[config.mk]
export PLATFORM = sky130hd
export DESIGN_NAME = uart_line_assembler_top_flat
export DESIGN_NICKNAME = d
export VERILOG_FILES = /design/src/hw/rtl/ula_pkg.sv /design/src/hw/rtl/ula_stream_if.sv /design/src/hw/rtl/uart_line_assembler_top.sv /design/src/flat_wrapper.sv
export SDC_FILE = /design/constraint.sdc
export NUM_CORES = 1
export LEC_CHECK = 0
export BUFFER_PORTS_ARGS = -buffer_cell sky130_fd_sc_hd__clkbuf_2
export CORE_ASPECT_RATIO = 1.5
export CORE_UTILIZATION = 55
export DETAILED_ROUTE_END_ITERATION = 6
export PLACE_DENSITY = 0.73
export SYNTH_ARGS = -nofsm -noshare
export SYNTH_HDL_FRONTEND = slang
export SYNTH_SLANG_ARGS = --single-unit
[constraint.sdc]
create_clock -name i_clk -period 8.7 [get_ports i_clk]
set_input_delay 2.175 -clock i_clk [delete_from_list [all_inputs] [get_ports i_clk]]
set_output_delay 2.175 -clock i_clk [all_outputs]
set_load 0.01 [all_outputs]
[src/hw/rtl/ula_pkg.sv]
// Shared types and constants of the UART line assembler.
`default_nettype none

package ula_pkg;

    localparam int NUM_LINES_DEF  = 4;
    localparam int LINE_CHARS_DEF = 32;

    localparam int CMD_W     = 2;
    localparam int BYTE_W    = 8;
    localparam int TIME_W    = 32;
    localparam int BACK_W    = 2;
    localparam int INDEX_W   = 5;
    localparam int LEN_OUT_W = 6;

    localparam int APB_ADDR_W = 3;
    localparam int APB_DATA_W = 32;

    localparam logic [APB_ADDR_W-1:0] ADDR_FULL_LINE_MODE = 3'd0;
    localparam logic                  FULL_LINE_MODE_RST  = 1'b1;

    localparam logic [BYTE_W-1:0] CHR_SPACE = 8'h20;
    localparam logic [BYTE_W-1:0] CHR_TILDE = 8'h7E;
    localparam logic [BYTE_W-1:0] CHR_CR    = 8'h0D;
    localparam logic [BYTE_W-1:0] CHR_LF    = 8'h0A;

    typedef enum logic [CMD_W-1:0] {
        CMD_RX   = 2'd0,
        CMD_READ = 2'd1,
        CMD_POLL = 2'd2
    } t_cmd;

    typedef struct packed {
        logic [CMD_W-1:0]   cmd;
        logic [BYTE_W-1:0]  rx_byte;
        logic [TIME_W-1:0]  now_ms;
        logic [BACK_W-1:0]  lines_back;
        logic [INDEX_W-1:0] char_index;
    } t_req;

    typedef struct packed {
        logic                 byte_stored;
        logic [BYTE_W-1:0]    read_char;
        logic [LEN_OUT_W-1:0] line_length;
        logic [TIME_W-1:0]    line_time;
        logic                 buffer_empty;
        logic                 new_data;
    } t_rsp;

endpackage

`default_nettype wire

[src/hw/rtl/ula_stream_if.sv]
// Valid/ready stream interface that carries one request or one result.
`default_nettype none

interface ula_stream_if #(
    parameter type T = logic
) ();

    logic valid;
    logic ready;
    T     payload;

    modport source (output valid, output payload, input ready);
    modport sink (input valid, input payload, output ready);

endinterface

`default_nettype wire

[src/hw/rtl/uart_line_assembler_top.sv]
// Top level of the UART line assembler: line ring, character memory and result stage.
//
// Requests arrive on i_req (valid/ready): cmd 0 hands over a received byte, cmd 1
// reads one character of a line counted back from the newest one, and cmd 2 polls
// and clears the new-data flag. Every request gives exactly one result on o_rsp.
// The only register, full_line_mode, sits on the APB port at byte address 0;
// pready is always high and writes are expected while the block is idle.
// A request is taken into an input register and processed there against the line
// state and the character memory; its result is then loaded into the output
// register, which drives o_rsp.valid. Throughput is one request per cycle while
// the receiver does not stall; the memory's registered read port sets the
// two-stage depth. When the receiver stalls, the result register holds and the
// input register still takes one more request before i_req.ready drops.
// Synchronous reset empties both stages, clears all line lengths and timestamps,
// the write position and the flags, and sets full_line_mode to 1. The character
// memory is not cleared; characters at or past a line's length read as zero.
`default_nettype none

module uart_line_assembler_top
    import ula_pkg::*;
#(
    parameter int NUM_LINES  = NUM_LINES_DEF,
    parameter int LINE_CHARS = LINE_CHARS_DEF
) (
    input  wire logic                  i_clk,
    input  wire logic                  i_rst_n,
    input  wire logic                  psel,
    input  wire logic                  penable,
    input  wire logic                  pwrite,
    input  wire logic [APB_ADDR_W-1:0] paddr,
    input  wire logic [APB_DATA_W-1:0] pwdata,
    output logic      [APB_DATA_W-1:0] prdata,
    output logic                       pready,
    ula_stream_if.sink                 i_req,
    ula_stream_if.source               o_rsp
);

    localparam int LINE_W = $clog2(NUM_LINES);
    localparam int POS_W  = $clog2(LINE_CHARS + 1);
    localparam int DEPTH  = NUM_LINES * LINE_CHARS;
    localparam int ADDR_W = $clog2(DEPTH);
    localparam int BACK_STEPS = (1 << BACK_W) - 1;

    function automatic logic [LINE_W-1:0] line_inc(input logic [LINE_W-1:0] l);
        return (l == LINE_W'(NUM_LINES - 1)) ? '0 : l + 1'b1;
    endfunction

    function automatic logic [LINE_W-1:0] line_dec(input logic [LINE_W-1:0] l);
        return (l == '0) ? LINE_W'(NUM_LINES - 1) : l - 1'b1;
    endfunction

    logic                r_mode;
    logic [LINE_W-1:0]   r_active;
    logic [POS_W-1:0]    r_wpos;
    logic                r_last_eol;
    logic                r_fresh;
    logic                r_any;
    logic [POS_W-1:0]    r_len   [NUM_LINES];
    logic [TIME_W-1:0]   r_stamp [NUM_LINES];
    logic [BYTE_W-1:0]   mem     [DEPTH];

    logic                r_a_valid;
    t_req                r_a;
    logic                r_b_valid;
    t_rsp                r_rsp;
    logic                r_char_ok;
    logic [BYTE_W-1:0]   r_rd_data;

    logic                w_adv;
    logic                w_eol;
    logic                w_printable;
    logic                w_store;
    logic [LINE_W-1:0]   w_line;
    logic [POS_W-1:0]    w_pos;
    logic [LINE_W-1:0]   w_line1;
    logic [POS_W-1:0]    w_pos1;
    logic [LINE_W-1:0]   w_sel;
    logic                w_is_read;
    logic                w_char_ok;
    logic                w_nd;
    logic [ADDR_W-1:0]   w_waddr;
    logic [ADDR_W-1:0]   w_raddr;
    logic [LINE_W-1:0]   n_active;
    logic [POS_W-1:0]    n_wpos;
    logic                n_last_eol;
    logic                n_fresh;

    assign pready = 1'b1;
    assign prdata = (paddr == ADDR_FULL_LINE_MODE) ? APB_DATA_W'(r_mode) : '0;

    always_ff @(posedge i_clk) begin
        if (!i_rst_n) begin
            r_mode <= FULL_LINE_MODE_RST;
        end else if (psel && penable && pwrite && pready
                     && paddr == ADDR_FULL_LINE_MODE) begin
            r_mode <= pwdata[0];
        end
    end

    assign w_adv       = r_a_valid && (!r_b_valid || o_rsp.ready);
    assign i_req.ready = !r_a_valid || w_adv;

    always_comb begin
        w_eol       = (r_a.rx_byte == CHR_CR) || (r_a.rx_byte == CHR_LF);
        w_printable = (r_a.rx_byte >= CHR_SPACE) && (r_a.rx_byte <= CHR_TILDE);
        w_line1     = (w_eol && !r_last_eol) ? line_inc(r_active) : r_active;
        w_pos1      = (w_eol && !r_last_eol) ? '0 : r_wpos;
        w_store     = 1'b0;
        w_line      = w_line1;
        w_pos       = w_pos1;
        n_active    = r_active;
        n_wpos      = r_wpos;
        n_last_eol  = r_last_eol;
        n_fresh     = r_fresh;
        case (r_a.cmd)
            CMD_RX: begin
                if (w_printable || w_eol) begin
                    n_last_eol = w_eol;
                    n_active   = w_line1;
                    n_wpos     = w_pos1;
                    if (!(w_pos1 == '0 && w_eol)) begin
                        if (w_pos1 >= POS_W'(LINE_CHARS)) begin
                            if (r_mode) begin
                                w_store = 1'b1;
                                w_line  = line_inc(w_line1);
                                w_pos   = '0;
                            end
                        end else begin
                            w_store = 1'b1;
                        end
                    end
                    if (w_store) begin
                        n_active = w_line;
                        n_wpos   = w_pos + 1'b1;
                        n_fresh  = 1'b1;
                    end
                end
            end
            CMD_POLL: begin
                n_fresh = 1'b0;
            end
            default: begin
            end
        endcase
        w_nd = (r_a.cmd == CMD_POLL) ? r_fresh : n_fresh;
    end

    always_comb begin
        w_sel = r_active;
        for (int k = 0; k < BACK_STEPS; k++) begin
            if (k < int'(r_a.lines_back)) begin
                w_sel = line_dec(w_sel);
            end
        end
        if (r_last_eol) begin
            w_sel = line_dec(w_sel);
        end
        w_is_read = (r_a.cmd == CMD_READ);
        w_char_ok = w_is_read && (int'(r_a.char_index) < int'(r_len[w_sel]));
        w_raddr   = ADDR_W'(int'(w_sel) * LINE_CHARS + int'(r_a.char_index));
        w_waddr   = ADDR_W'(int'(w_line) * LINE_CHARS + int'(w_pos));
    end

    always_ff @(posedge i_clk) begin
        if (w_adv && w_store) begin
            mem[w_waddr] <= r_a.rx_byte;
        end
        if (w_adv) begin
            r_rd_data <= mem[w_raddr];
        end
    end

    always_ff @(posedge i_clk) begin
        if (!i_rst_n) begin
            r_active   <= '0;
            r_wpos     <= '0;
            r_last_eol <= 1'b0;
            r_fresh    <= 1'b0;
            r_any      <= 1'b0;
            for (int i = 0; i < NUM_LINES; i++) begin
                r_len[i]   <= '0;
                r_stamp[i] <= '0;
            end
        end else if (w_adv) begin
            r_active   <= n_active;
            r_wpos     <= n_wpos;
            r_last_eol <= n_last_eol;
            r_fresh    <= n_fresh;
            if (w_store) begin
                r_any           <= 1'b1;
                r_len[w_line]   <= w_pos + 1'b1;
                r_stamp[w_line] <= r_a.now_ms;
            end
        end
    end

    always_ff @(posedge i_clk) begin
        if (!i_rst_n) begin
            r_a_valid <= 1'b0;
            r_b_valid <= 1'b0;
        end else begin
            if (i_req.ready) begin
                r_a_valid <= i_req.valid;
            end
            if (w_adv) begin
                r_b_valid <= 1'b1;
            end else if (o_rsp.ready) begin
                r_b_valid <= 1'b0;
            end
        end
    end

    always_ff @(posedge i_clk) begin
        if (i_req.valid && i_req.ready) begin
            r_a <= i_req.payload;
        end
        if (w_adv) begin
            r_char_ok            <= w_char_ok;
            r_rsp.byte_stored    <= w_store;
            r_rsp.read_char      <= '0;
            r_rsp.line_length    <= w_is_read ? LEN_OUT_W'(r_len[w_sel]) : '0;
            r_rsp.line_time      <= w_is_read ? r_stamp[w_sel] : '0;
            r_rsp.buffer_empty   <= !(r_any || w_store);
            r_rsp.new_data       <= w_nd;
        end
    end

    always_comb begin
        o_rsp.valid             = r_b_valid;
        o_rsp.payload           = r_rsp;
        o_rsp.payload.read_char = r_char_ok ? r_rd_data : '0;
    end

endmodule

`default_nettype wire

[src/flat_wrapper.sv]
// flat-port wrapper written by rule: the top's interface ports become plain ports
module uart_line_assembler_top_flat import ula_pkg::*;
#(
    parameter int NUM_LINES  = NUM_LINES_DEF,
    parameter int LINE_CHARS = LINE_CHARS_DEF
)
  (i_clk, i_rst_n, psel, penable, pwrite, paddr, pwdata, prdata, pready, i_req_valid, i_req_payload, i_req_ready, o_rsp_valid, o_rsp_payload, o_rsp_ready);
  ula_stream_if #(.T(t_req)) i_req_i ();
  ula_stream_if #(.T(t_rsp)) o_rsp_i ();
  input  wire logic i_clk;
  input  wire logic i_rst_n;
  input  wire logic psel;
  input  wire logic penable;
  input  wire logic pwrite;
  input  wire logic [APB_ADDR_W-1:0] paddr;
  input  wire logic [APB_DATA_W-1:0] pwdata;
  output logic      [APB_DATA_W-1:0] prdata;
  output logic pready;
  input wire logic [$bits(i_req_i.valid)-1:0] i_req_valid;
  input wire logic [$bits(i_req_i.payload)-1:0] i_req_payload;
  output wire logic [$bits(i_req_i.ready)-1:0] i_req_ready;
  output wire logic [$bits(o_rsp_i.valid)-1:0] o_rsp_valid;
  output wire logic [$bits(o_rsp_i.payload)-1:0] o_rsp_payload;
  input wire logic [$bits(o_rsp_i.ready)-1:0] o_rsp_ready;
  assign i_req_i.valid = i_req_valid;
  assign i_req_i.payload = i_req_payload;
  assign i_req_ready = i_req_i.ready;
  assign o_rsp_valid = o_rsp_i.valid;
  assign o_rsp_payload = o_rsp_i.payload;
  assign o_rsp_i.ready = o_rsp_ready;
  uart_line_assembler_top #(.NUM_LINES(NUM_LINES), .LINE_CHARS(LINE_CHARS)) u_core (.i_clk(i_clk), .i_rst_n(i_rst_n), .psel(psel), .penable(penable), .pwrite(pwrite), .paddr(paddr), .pwdata(pwdata), .prdata(prdata), .pready(pready), .i_req(i_req_i), .o_rsp(o_rsp_i));
endmodule
### Yosys cells after proc, flatten, opt, wreduce, memory -nomap -nowiden

Memory sizes are Yosys's and may differ from the RTL's. A register that Yosys moved wholly into a read port is not among the register bits.
Cells that the tools add are included.

| operators by class | value |
|---|---|
| add/subtract/negate cells | 10 |
| order comparisons | 7 |
| equal/unequal tests | 6 |
| mux-type cells | 54 |
| reductions and logical operators | 32 |

Operators with widths:

| cell | number |
|---|---|
| 6-bit 2-to-1 mux | 10 |
| 2-bit 2-to-1 mux | 19 |
| 32-bit 2-to-1 mux | 1 |
| 32-bit OR reduction | 1 |
| 1-bit 2-to-1 mux | 22 |
| 8-bit by 4-bit == test with 1-bit output (second input constant) | 2 |
| 6-bit by 1-bit adder with 6-bit output (second input constant) | 2 |
| 1-bit logical AND | 10 |
| 2-bit logical NOT | 5 |
| 8-bit by 6-bit >= comparator with 1-bit output (second input constant) | 1 |
| 8-bit by 7-bit <= comparator with 1-bit output (second input constant) | 1 |
| 8-bit 2-to-1 mux | 1 |
| 2-bit by 1-bit subtractor with 2-bit output (second input constant) | 4 |
| 7-bit by 5-bit adder with 7-bit output | 1 |
| 7-bit by 6-bit adder with 7-bit output | 1 |
| 2-bit == test (second input constant) | 3 |
| 6-bit >= comparator (second input constant) | 1 |
| 6-bit logical NOT | 1 |
| 5-bit by 6-bit less-than comparator with 1-bit output | 1 |
| 6-bit OR reduction | 1 |
| 1-bit logical NOT | 5 |
| 1-bit logical OR | 5 |
| 2-bit by 1-bit adder with 2-bit output (second input constant) | 2 |
| 1-bit by 2-bit less-than comparator with 1-bit output (first input constant) | 2 |
| 7 further kinds | 7 |

| word-level totals | value |
|---|---|
| register bits | 73 |
| memory bits (writable) | 1176 |
| bits of input ports | 91 |
| output and inout bits | 84 |
| word-level logic and storage cells | 130 |
| memories kept | 3 |

Memories:

| memory | depth | bits a word | read ports | clocked after memory_dff | write ports | RTL line | source |
|---|---|---|---|---|---|---|---|
| u_core.mem | 128 | 8 | 1 | 1 | 1 | uart_line_assembler_top.sv:60 | `logic [BYTE_W-1:0] mem [DEPTH];` |
| u_core.r_stamp | 4 | 32 | 1 | 1 | 4 | uart_line_assembler_top.sv:59 | `logic [TIME_W-1:0] r_stamp [NUM_LINES];` |
| u_core.r_len | 4 | 6 | 1 | 0 | 4 | uart_line_assembler_top.sv:58 | `logic [POS_W-1:0] r_len [NUM_LINES];` |

### Longest topological paths before layout

Gate-level depths: netlist of run 1.

| depth | value |
|---|---|
| word-level depth | 17 |
| gate-level depth with buffers | 17 |
| mapped depth without buffers | 14 |

### Least setup slack after synthesis of run 1

OpenSTA, ideal clock, no wires.

| timing path | value |
|---|---|
| kind | register to register |
| from | register u_core.r_a[40] (netlist bit) |
| to | memory u_core.r_len[3][0] (netlist bit) (enable) |
| library setup time | 0.539 ns |
| arrival | 7.415 ns |
| required time | 8.161 ns |
| setup slack | 0.746 ns |
| stages on the path, launching flop included | 7 |
| buffers on the path | 0 |
| period minus slack after synthesis | 7.954 ns |
| cell sequence | edfxtp_1 nor3b_2 o211ai_4 a211oi_2 nand2_1 and3_1 o41ai_1 |

RTL lines:

| item | RTL line | source |
|---|---|---|
| start: declaration | uart_line_assembler_top.sv:63 | `t_req r_a;` |
| start signal: assignment | uart_line_assembler_top.sv:215 | `r_a <= i_req.payload;` |
| end: declaration | uart_line_assembler_top.sv:58 |  |

### Final worst setup path of run 1

| timing path | value |
|---|---|
| from | register u_core.r_a[45] (netlist bit) |
| to | memory u_core.mem[27][1] (enable) |

| between the ends | value |
|---|---|
| cells in the longest elaborated chain, start to end | 14 |
| elaborated cells between the ends (all ways) | 38 |
| those cells by class | add/sub (2); order compare (3); eq/ne (3); mux (23); reduce/logical (7) |

RTL lines:

| item | RTL line |
|---|---|
| branches (longest 14 deep; another with 7-bit by 6-bit adder with 7-bit output) | -- |
| end: declaration | uart_line_assembler_top.sv:60 |

Several ways; the timed one is not identified. The select of a mux whose other input is x is not followed.

==> results of run 1 <==
## synthesized netlist by cell type (3+ instances only)
| cell type | instances |
|---|---|
| edfxtp_1 | 1275 |
| mux4_2 | 289 |
| nor2_1 | 263 |
| nand2_1 | 136 |
| a22oi_1 | 130 |
| clkbuf_1 | 76 |
| buf_2 | 53 |
| a21oi_1 | 50 |
| and2_1 | 47 |
| inv_1 | 46 |
| buf_4 | 33 |
| dfxtp_1 | 14 |
| o21ai_0 | 13 |
| a21boi_0 | 10 |
| a211oi_1 | 9 |
| and3_1 | 9 |
| buf_1 | 9 |
| ha_1 | 9 |
| mux2_2 | 9 |
| nor2b_1 | 9 |
| a311oi_1 | 8 |
| nand3_1 | 8 |
| o32ai_1 | 8 |
| nand2b_1 | 7 |
| o21ai_1 | 7 |
| xnor2_1 | 7 |
| a31oi_1 | 4 |
| mux2i_1 | 4 |
| nand4_1 | 4 |
| nor4_2 | 4 |
| o21a_1 | 4 |
| a21o_1 | 3 |
| buf_6 | 3 |
| o211ai_1 | 3 |
| or2_2 | 3 |
## where the power goes
part	switching (W)	internal [W]	total [W]
clock	0.00214	0.00265	0.00480
combinational	0.000370	0.000213	0.000584
sequential	0.0000289	0.00688	0.00691
total	0.00254	0.00974	0.0123
## stage by stage
step                cells  area (um2)  util, %
floorplan            2637       50800        -
global placement     3792       52400     57.4
detailed placement   3792       52400     57.4
CTS                  3985       55900     61.2
global route         3985       55900     61.2
finish               3986       55900     61.2
## cell usage in the layout, fill, tap and decap left out, types with 9 or more instances in the layout
cell,Yosys,routed
a211oi_1,9,9
a21boi_0,10,10
a21oi_1,50,50
a22oi_1,130,130
and2_1,47,45
and3_1,9,9
buf_4,33,42
bufinv_16,0,12
clkbuf_1,76,16
clkbuf_16,0,109
clkbuf_2,0,111
clkinv_1,0,22
clkinv_2,0,20
conb_1,2,32
dfxtp_1,14,14
edfxtp_1,1275,1275
ha_1,9,9
inv_1,46,45
mux2_2,9,9
mux4_2,289,289
nand2_1,136,136
nor2_1,263,262
o21ai_0,13,10
## final cells by class
| type | instances | share of cell area (%) |
|---|---|---|
| Sequential cell | 1289 | 69.0 |
| Multi-Input combinational cell | 1128 | 20.2 |
| Clock buffer | 125 | 4.99 |
| Tap cell | 1173 | 2.63 |
| Timing Repair Buffer | 156 | 1.67 |
| Clock inverter | 68 | 1.20 |
| Inverter | 46 | 0.309 |
| Antenna cell | 1 | 0.00448 |
## kinds of logic after synthesis
family / share of synthesized area (%)
AOI/OAI and AO/OA: 3.86
xor gates and xnor gates: 0.188
adders and majority gates: 0.222
buffers and inverters: 2.05
DFF: 76.1
muxes: 13.1
other: 0.0148
and+or+nand+nor: 4.39
## path summary, 6_finish.rpt
check                      start                end  slack, ps  cells past startpoint
setup / recovery  u_core.r_a[45]  u_core.mem[27][1]       2960                     14
hold / removal      u_core.r_any       u_core.r_any        470                      2
setup reg to reg  u_core.r_a[45]  u_core.mem[27][1]       2960                     14
hold reg to reg     u_core.r_any       u_core.r_any        470                      2
## sequential cells by signal, summed over array words and instances (netlist names)
name and count:
u_core.mem 1024, u_core.r_stamp 128, u_core.r_a 49, u_core.o_rsp.payload 41, u_core.r_len 24, u_core.r_rd_data 8, u_core.r_wpos 6, u_core.r_active 2
u_core.o_rsp.valid 1, u_core.r_a_valid 1, u_core.r_any 1, u_core.r_char_ok 1, u_core.r_fresh 1, u_core.r_last_eol 1, u_core.r_mode 1
## routing by layer
metal,GRT usage [%],up-vias,part of all wire (%)
met5,0,-,0
met4,10.1,0,4.0
met3,4.35,226,7.5
met2,43.1,1183,53
met1,29.3,13000,35
li1,-,10700,-
## worst reg2reg max path, cell delays in order, from the launching register on
cell      delay (ps)
edfxtp_1         320
buf_4            370
buf_4            810
o21ba_2          220
o21ai_1          160
a211oi_2         620
nand2_1          330
a21oi_1          290
nor2_1           100
ha_1             210
xnor2_1          250
xnor2_2          170
nand2_1          470
buf_4            400
nor2_1           660
==> flow_summary.ini, run 1 <==
[timing]
setup_ws_ps = 2960
fin_skew_ps = 20.7
report.final.slew_viol_count = 0
maxSlewHeadroom_pct = 18.6
rsz0062_at_grt = false
hold_violations = 0
period_share_pct = 65.9
fmax_mhz = 174
setup_viol = 0
final.setup.tns_ps = 0
worst_pin_slew_ps = 1220
fin_hold_ws_ps = 466
layout_min_cycle_time_ps = 5740

[synth]
yosys_register_bits = 1289
synth_area_um2 = 50700
yosys_warnings = 0
ys_async_sr_fraction_pct = 0
syn_inst = 2607
synthTopCellsByArea = edfxtp_1, mux4_2, nor2_1
synth_edf_count = 1275
syn_avg_cell_area_um2 = 19.4
ys_types = 66
synth_flop_cell = edfxtp_1
synth_top_cell_by_area = edfxtp_1
synth_top_area_share_pct = 75.6
yosysSeqAreaShare_pct = 76.1

[route]
drc = 1
wl_um = 112000
num_vias = 25100
dr.pass1.iters = 7
drtIter0Drc = 2622
drt-wirelength-per-cell_um = 28.1
via_per_inst = 6.29
ant_nets = 0

[global_routing]
grt_overflow = 0
grt_pass1_vias = 26300
track_usage_pct = 24.3
grt_pass1_wl_um = 167000
grt_antenna_before_repair = 1
grt_max_degree = 149

[setup_path]
critPathSlowestCell = buf_4
crit_family = buffers and inverters
cp.arrival_ps = 6070
max_stage_delay_ps = 790
critPathKind = register to register
start_kind = register
required_ps = 9040
crit_top_cell = buf_4
critical_path_buf_inv_count = 3
path_max_fanout = 93
crit_chain = buf_4, buf_4, o21ba_2, o21ai_1, a211oi_2, nand2_1, a21oi_1, nor2_1, ha_1, xnor2_1, xnor2_2, nand2_1, buf_4, nor2_1
cp-end-kind = register

[clock_network]
cts_tree = done
cts_made_buffers = 107
clk_latency_ps = 700
root_buffer = clkbuf_16
clock-sinks = 1289
cts.clk_slew.worst_paths_ps = 70
cts_max_level = 3
clockBufferDepth = 3
cts_hold_buf = 0
postCtsSetupRepairBufs = 0
cts.repair.resized = 0

[die]
design.core.area_um2 = 91400
start_util_pct = 55.4
ios = 175
dieHeight_um = 374
rows = 136
fp.dieArea_um2 = 93300
die_w_um = 250

[layout]
drive_above_1_share_pct = 23.1
final_net_count = 2828
num-fill-cells = 6169
area_growth_pct = 10.3
layout.area.seq_um2 = 38600
multiInputGateArea_um2 = 11300

[power]
power.leakage_nw = 18.1
p_total_w = 0.0123
powerDensity_nw_per_um2 = 220
ir_drop_mv = 0.208

[placed_design]
gp_congestion = 0.848
dp_hpwl_um = 68800
numPortBuffers = 111
pre_cts_slack_ps = 2950

[hold_path]
hold_path_class = register to register

[outcome]
status = finished with violations
violations = DRC

[job]
max-cap-violations = 0
(Power assumes the default switching activity.)
==> run 2: changes to the inputs <==
PLACE_DENSITY = 0.76   (was 0.73)
clock period = 4.7 ns   (was 8.7 ns; I/O delays follow)
==> flow_summary.ini, run 2 (same netlist as run 1, synthesis figures left out) <==
[placed_design]
placed_cell_area_um2 = 53800
dp_hpwl_um = 72100
placed_cells = 3915
pre_cts_slack_ps = 483
numPortBuffers = 111
gp_congestion = 0.888

[layout]
fin_cells = 4111
final_common_cell = edfxtp_1
area_growth_pct = 13.0
final_net_count = 2950
antenna_cells = 0
final_cell_mix = edfxtp_1, mux4_2, nor2_1
design_area_um2 = 57300
largest_reg_flops = 1024
drive_above_1_share_pct = 28.1
reg_top3 = u_core.mem: 1024 flops, u_core.r_stamp: 128 flops, u_core.r_a: 49 flops
utilization_pct = 62.7
top_register = u_core.mem
num-fill-cells = 5969
layout.area.seq_um2 = 38600
multiInputGateArea_um2 = 11600

[global_routing]
grt_overflow = 0
grt_max_degree = 97
grt_pass1_vias = 27300
track_usage_pct = 25.3
grt_pass1_wl_um = 173000
grt_antenna_before_repair = 0

[power]
power.leakage_nw = 18.8
switchingPower_w = 0.00475
combPwrFrac_pct = 4.9
powerDensity_nw_per_um2 = 397
switching_share_pct = 20.9
ir_drop_mv = 0.408
seqPwrFrac_pct = 56.2
p_int_w = 0.0180
clkPwrFrac_pct = 38.9

[setup_path]
max_stage_delay_ps = 650
reg2reg_slack_ps = 470
critical_path_buf_inv_count = 1
start_kind = register
crit_family = simple AND/OR/NAND/NOR gates
cp-end-kind = register
required_ps = 5030
crit_chain = nor4_4, o211ai_4, a211oi_4, nand2_2, a21oi_1, nor2_1, ha_1, xnor2_1, xnor2_2, nand2b_1, buf_4, nor2_1
critPathSlowestCell = nor2_1
crit_top_cell = nor2_1
critPathKind = register to register
cp.arrival_ps = 4550
path_max_fanout = 32

[die]
start_util_pct = 55.4
die_w_um = 250
dieHeight_um = 374
rows = 136
ios = 175
fp.dieArea_um2 = 93300
design.core.area_um2 = 91400

[timing]
report.final.slew_viol_count = 0
maxSlewHeadroom_pct = 22.4
period_share_pct = 89.9
fmax_mhz = 237
setup_ws_ps = 474
rsz0062_at_grt = false
fin_hold_ws_ps = 457
setup_viol = 0
fin_skew_ps = 34.8
worst_pin_slew_ps = 1160
layout_min_cycle_time_ps = 4230
hold_violations = 0

[clock_network]
clk_latency_ps = 710
postCtsSetupRepairBufs = 0
cts.repair.resized = 0
clock-sinks = 1289
root_buffer = clkbuf_16
cts_tree = done
cts_hold_buf = 0
cts_max_level = 3
cts_made_buffers = 106
cts.clk_slew.worst_paths_ps = 70
clockBufferDepth = 3

[route]
dr.pass1.iters = 6
drt-wirelength-per-cell_um = 28.2
drtIter0Drc = 3003
ant_nets = 0
via_per_inst = 6.28
drc = 0
num_vias = 25800
wl_um = 116000

[job]
max-cap-violations = 0

[outcome]
status = complete, no violations

[hold_path]
hold_path_class = register to register
-- run 2: cell count changes in the layout (fill, tap and decap cells not counted), moves of 5 or more --
cell | previous run | this run
clkinvlp_4 | 5 | 12
clkbuf_1 | 16 | 11
nor2_1 | 262 | 222
buf_12 | 3 | 12
buf_4 | 42 | 156
nor2_4 | 1 | 41
-- run 2: per-layer routing --
layer | up-vias | part of all wire, % | track usage, %
met5 | - | 0 | 0
met4 | 0 | 6.1 | 14.6
met3 | 301 | 6.7 | 3.58
met2 | 1248 | 53 | 44.3
met1 | 13400 | 35 | 30.1
li1 | 10900 | - | -
-- run 2: cell type report --
| class | count | area share (%) |
|---|---|---|
| sequential | 1289 | 67.4 |
| inverter | 46 | 0.302 |
| clock buffer | 123 | 4.89 |
| clock inverter | 73 | 1.14 |
| timing repair buffer | 279 | 3.44 |
| tap | 1173 | 2.56 |
| multi-input combinational | 1128 | 20.3 |
-- run 2: path summary, 6_finish.rpt --
path / startpoint / to / cells past startpoint
max: u_core.r_a[44] / u_core.mem[82][5] / 12
min: u_core.r_any / u_core.r_any / 2
max reg2reg: u_core.r_a[44] / u_core.mem[82][5] / 12
min reg2reg: u_core.r_any / u_core.r_any / 2
-- run 2: worst min-delay path, cell delays in order, from the launching register on --
cell and delay [ps]:
dfxtp_1 320, nand2_1 60, nand2_1 40
-- run 2: metrics by stage --
| step | power, W | setup TNS [ps] |
|---|---|---|
| 3_5_place_dp | 0.0141 | 0 |
| 3_3_place_gp | 0.0141 | 0 |
| 5_1_grt | 0.0233 | 0 |
| 4_1_cts | 0.0228 | 0 |
| 6_report | 0.0227 | 0 |
| 2_1_floorplan | 0.0137 | -542990 |
-- run 2: power by group through the flow --
stage | clock [W] | combinational, W | sequential [W]
finish | 0.00883 | 0.00112 | 0.0128
global route | 0.00931 | 0.00118 | 0.0128
CTS | 0.00891 | 0.00112 | 0.0128
detailed placement | 0 | 0.00111 | 0.0130
global placement | 0 | 0.00108 | 0.0130
floorplan | 0 | 0.000646 | 0.0131
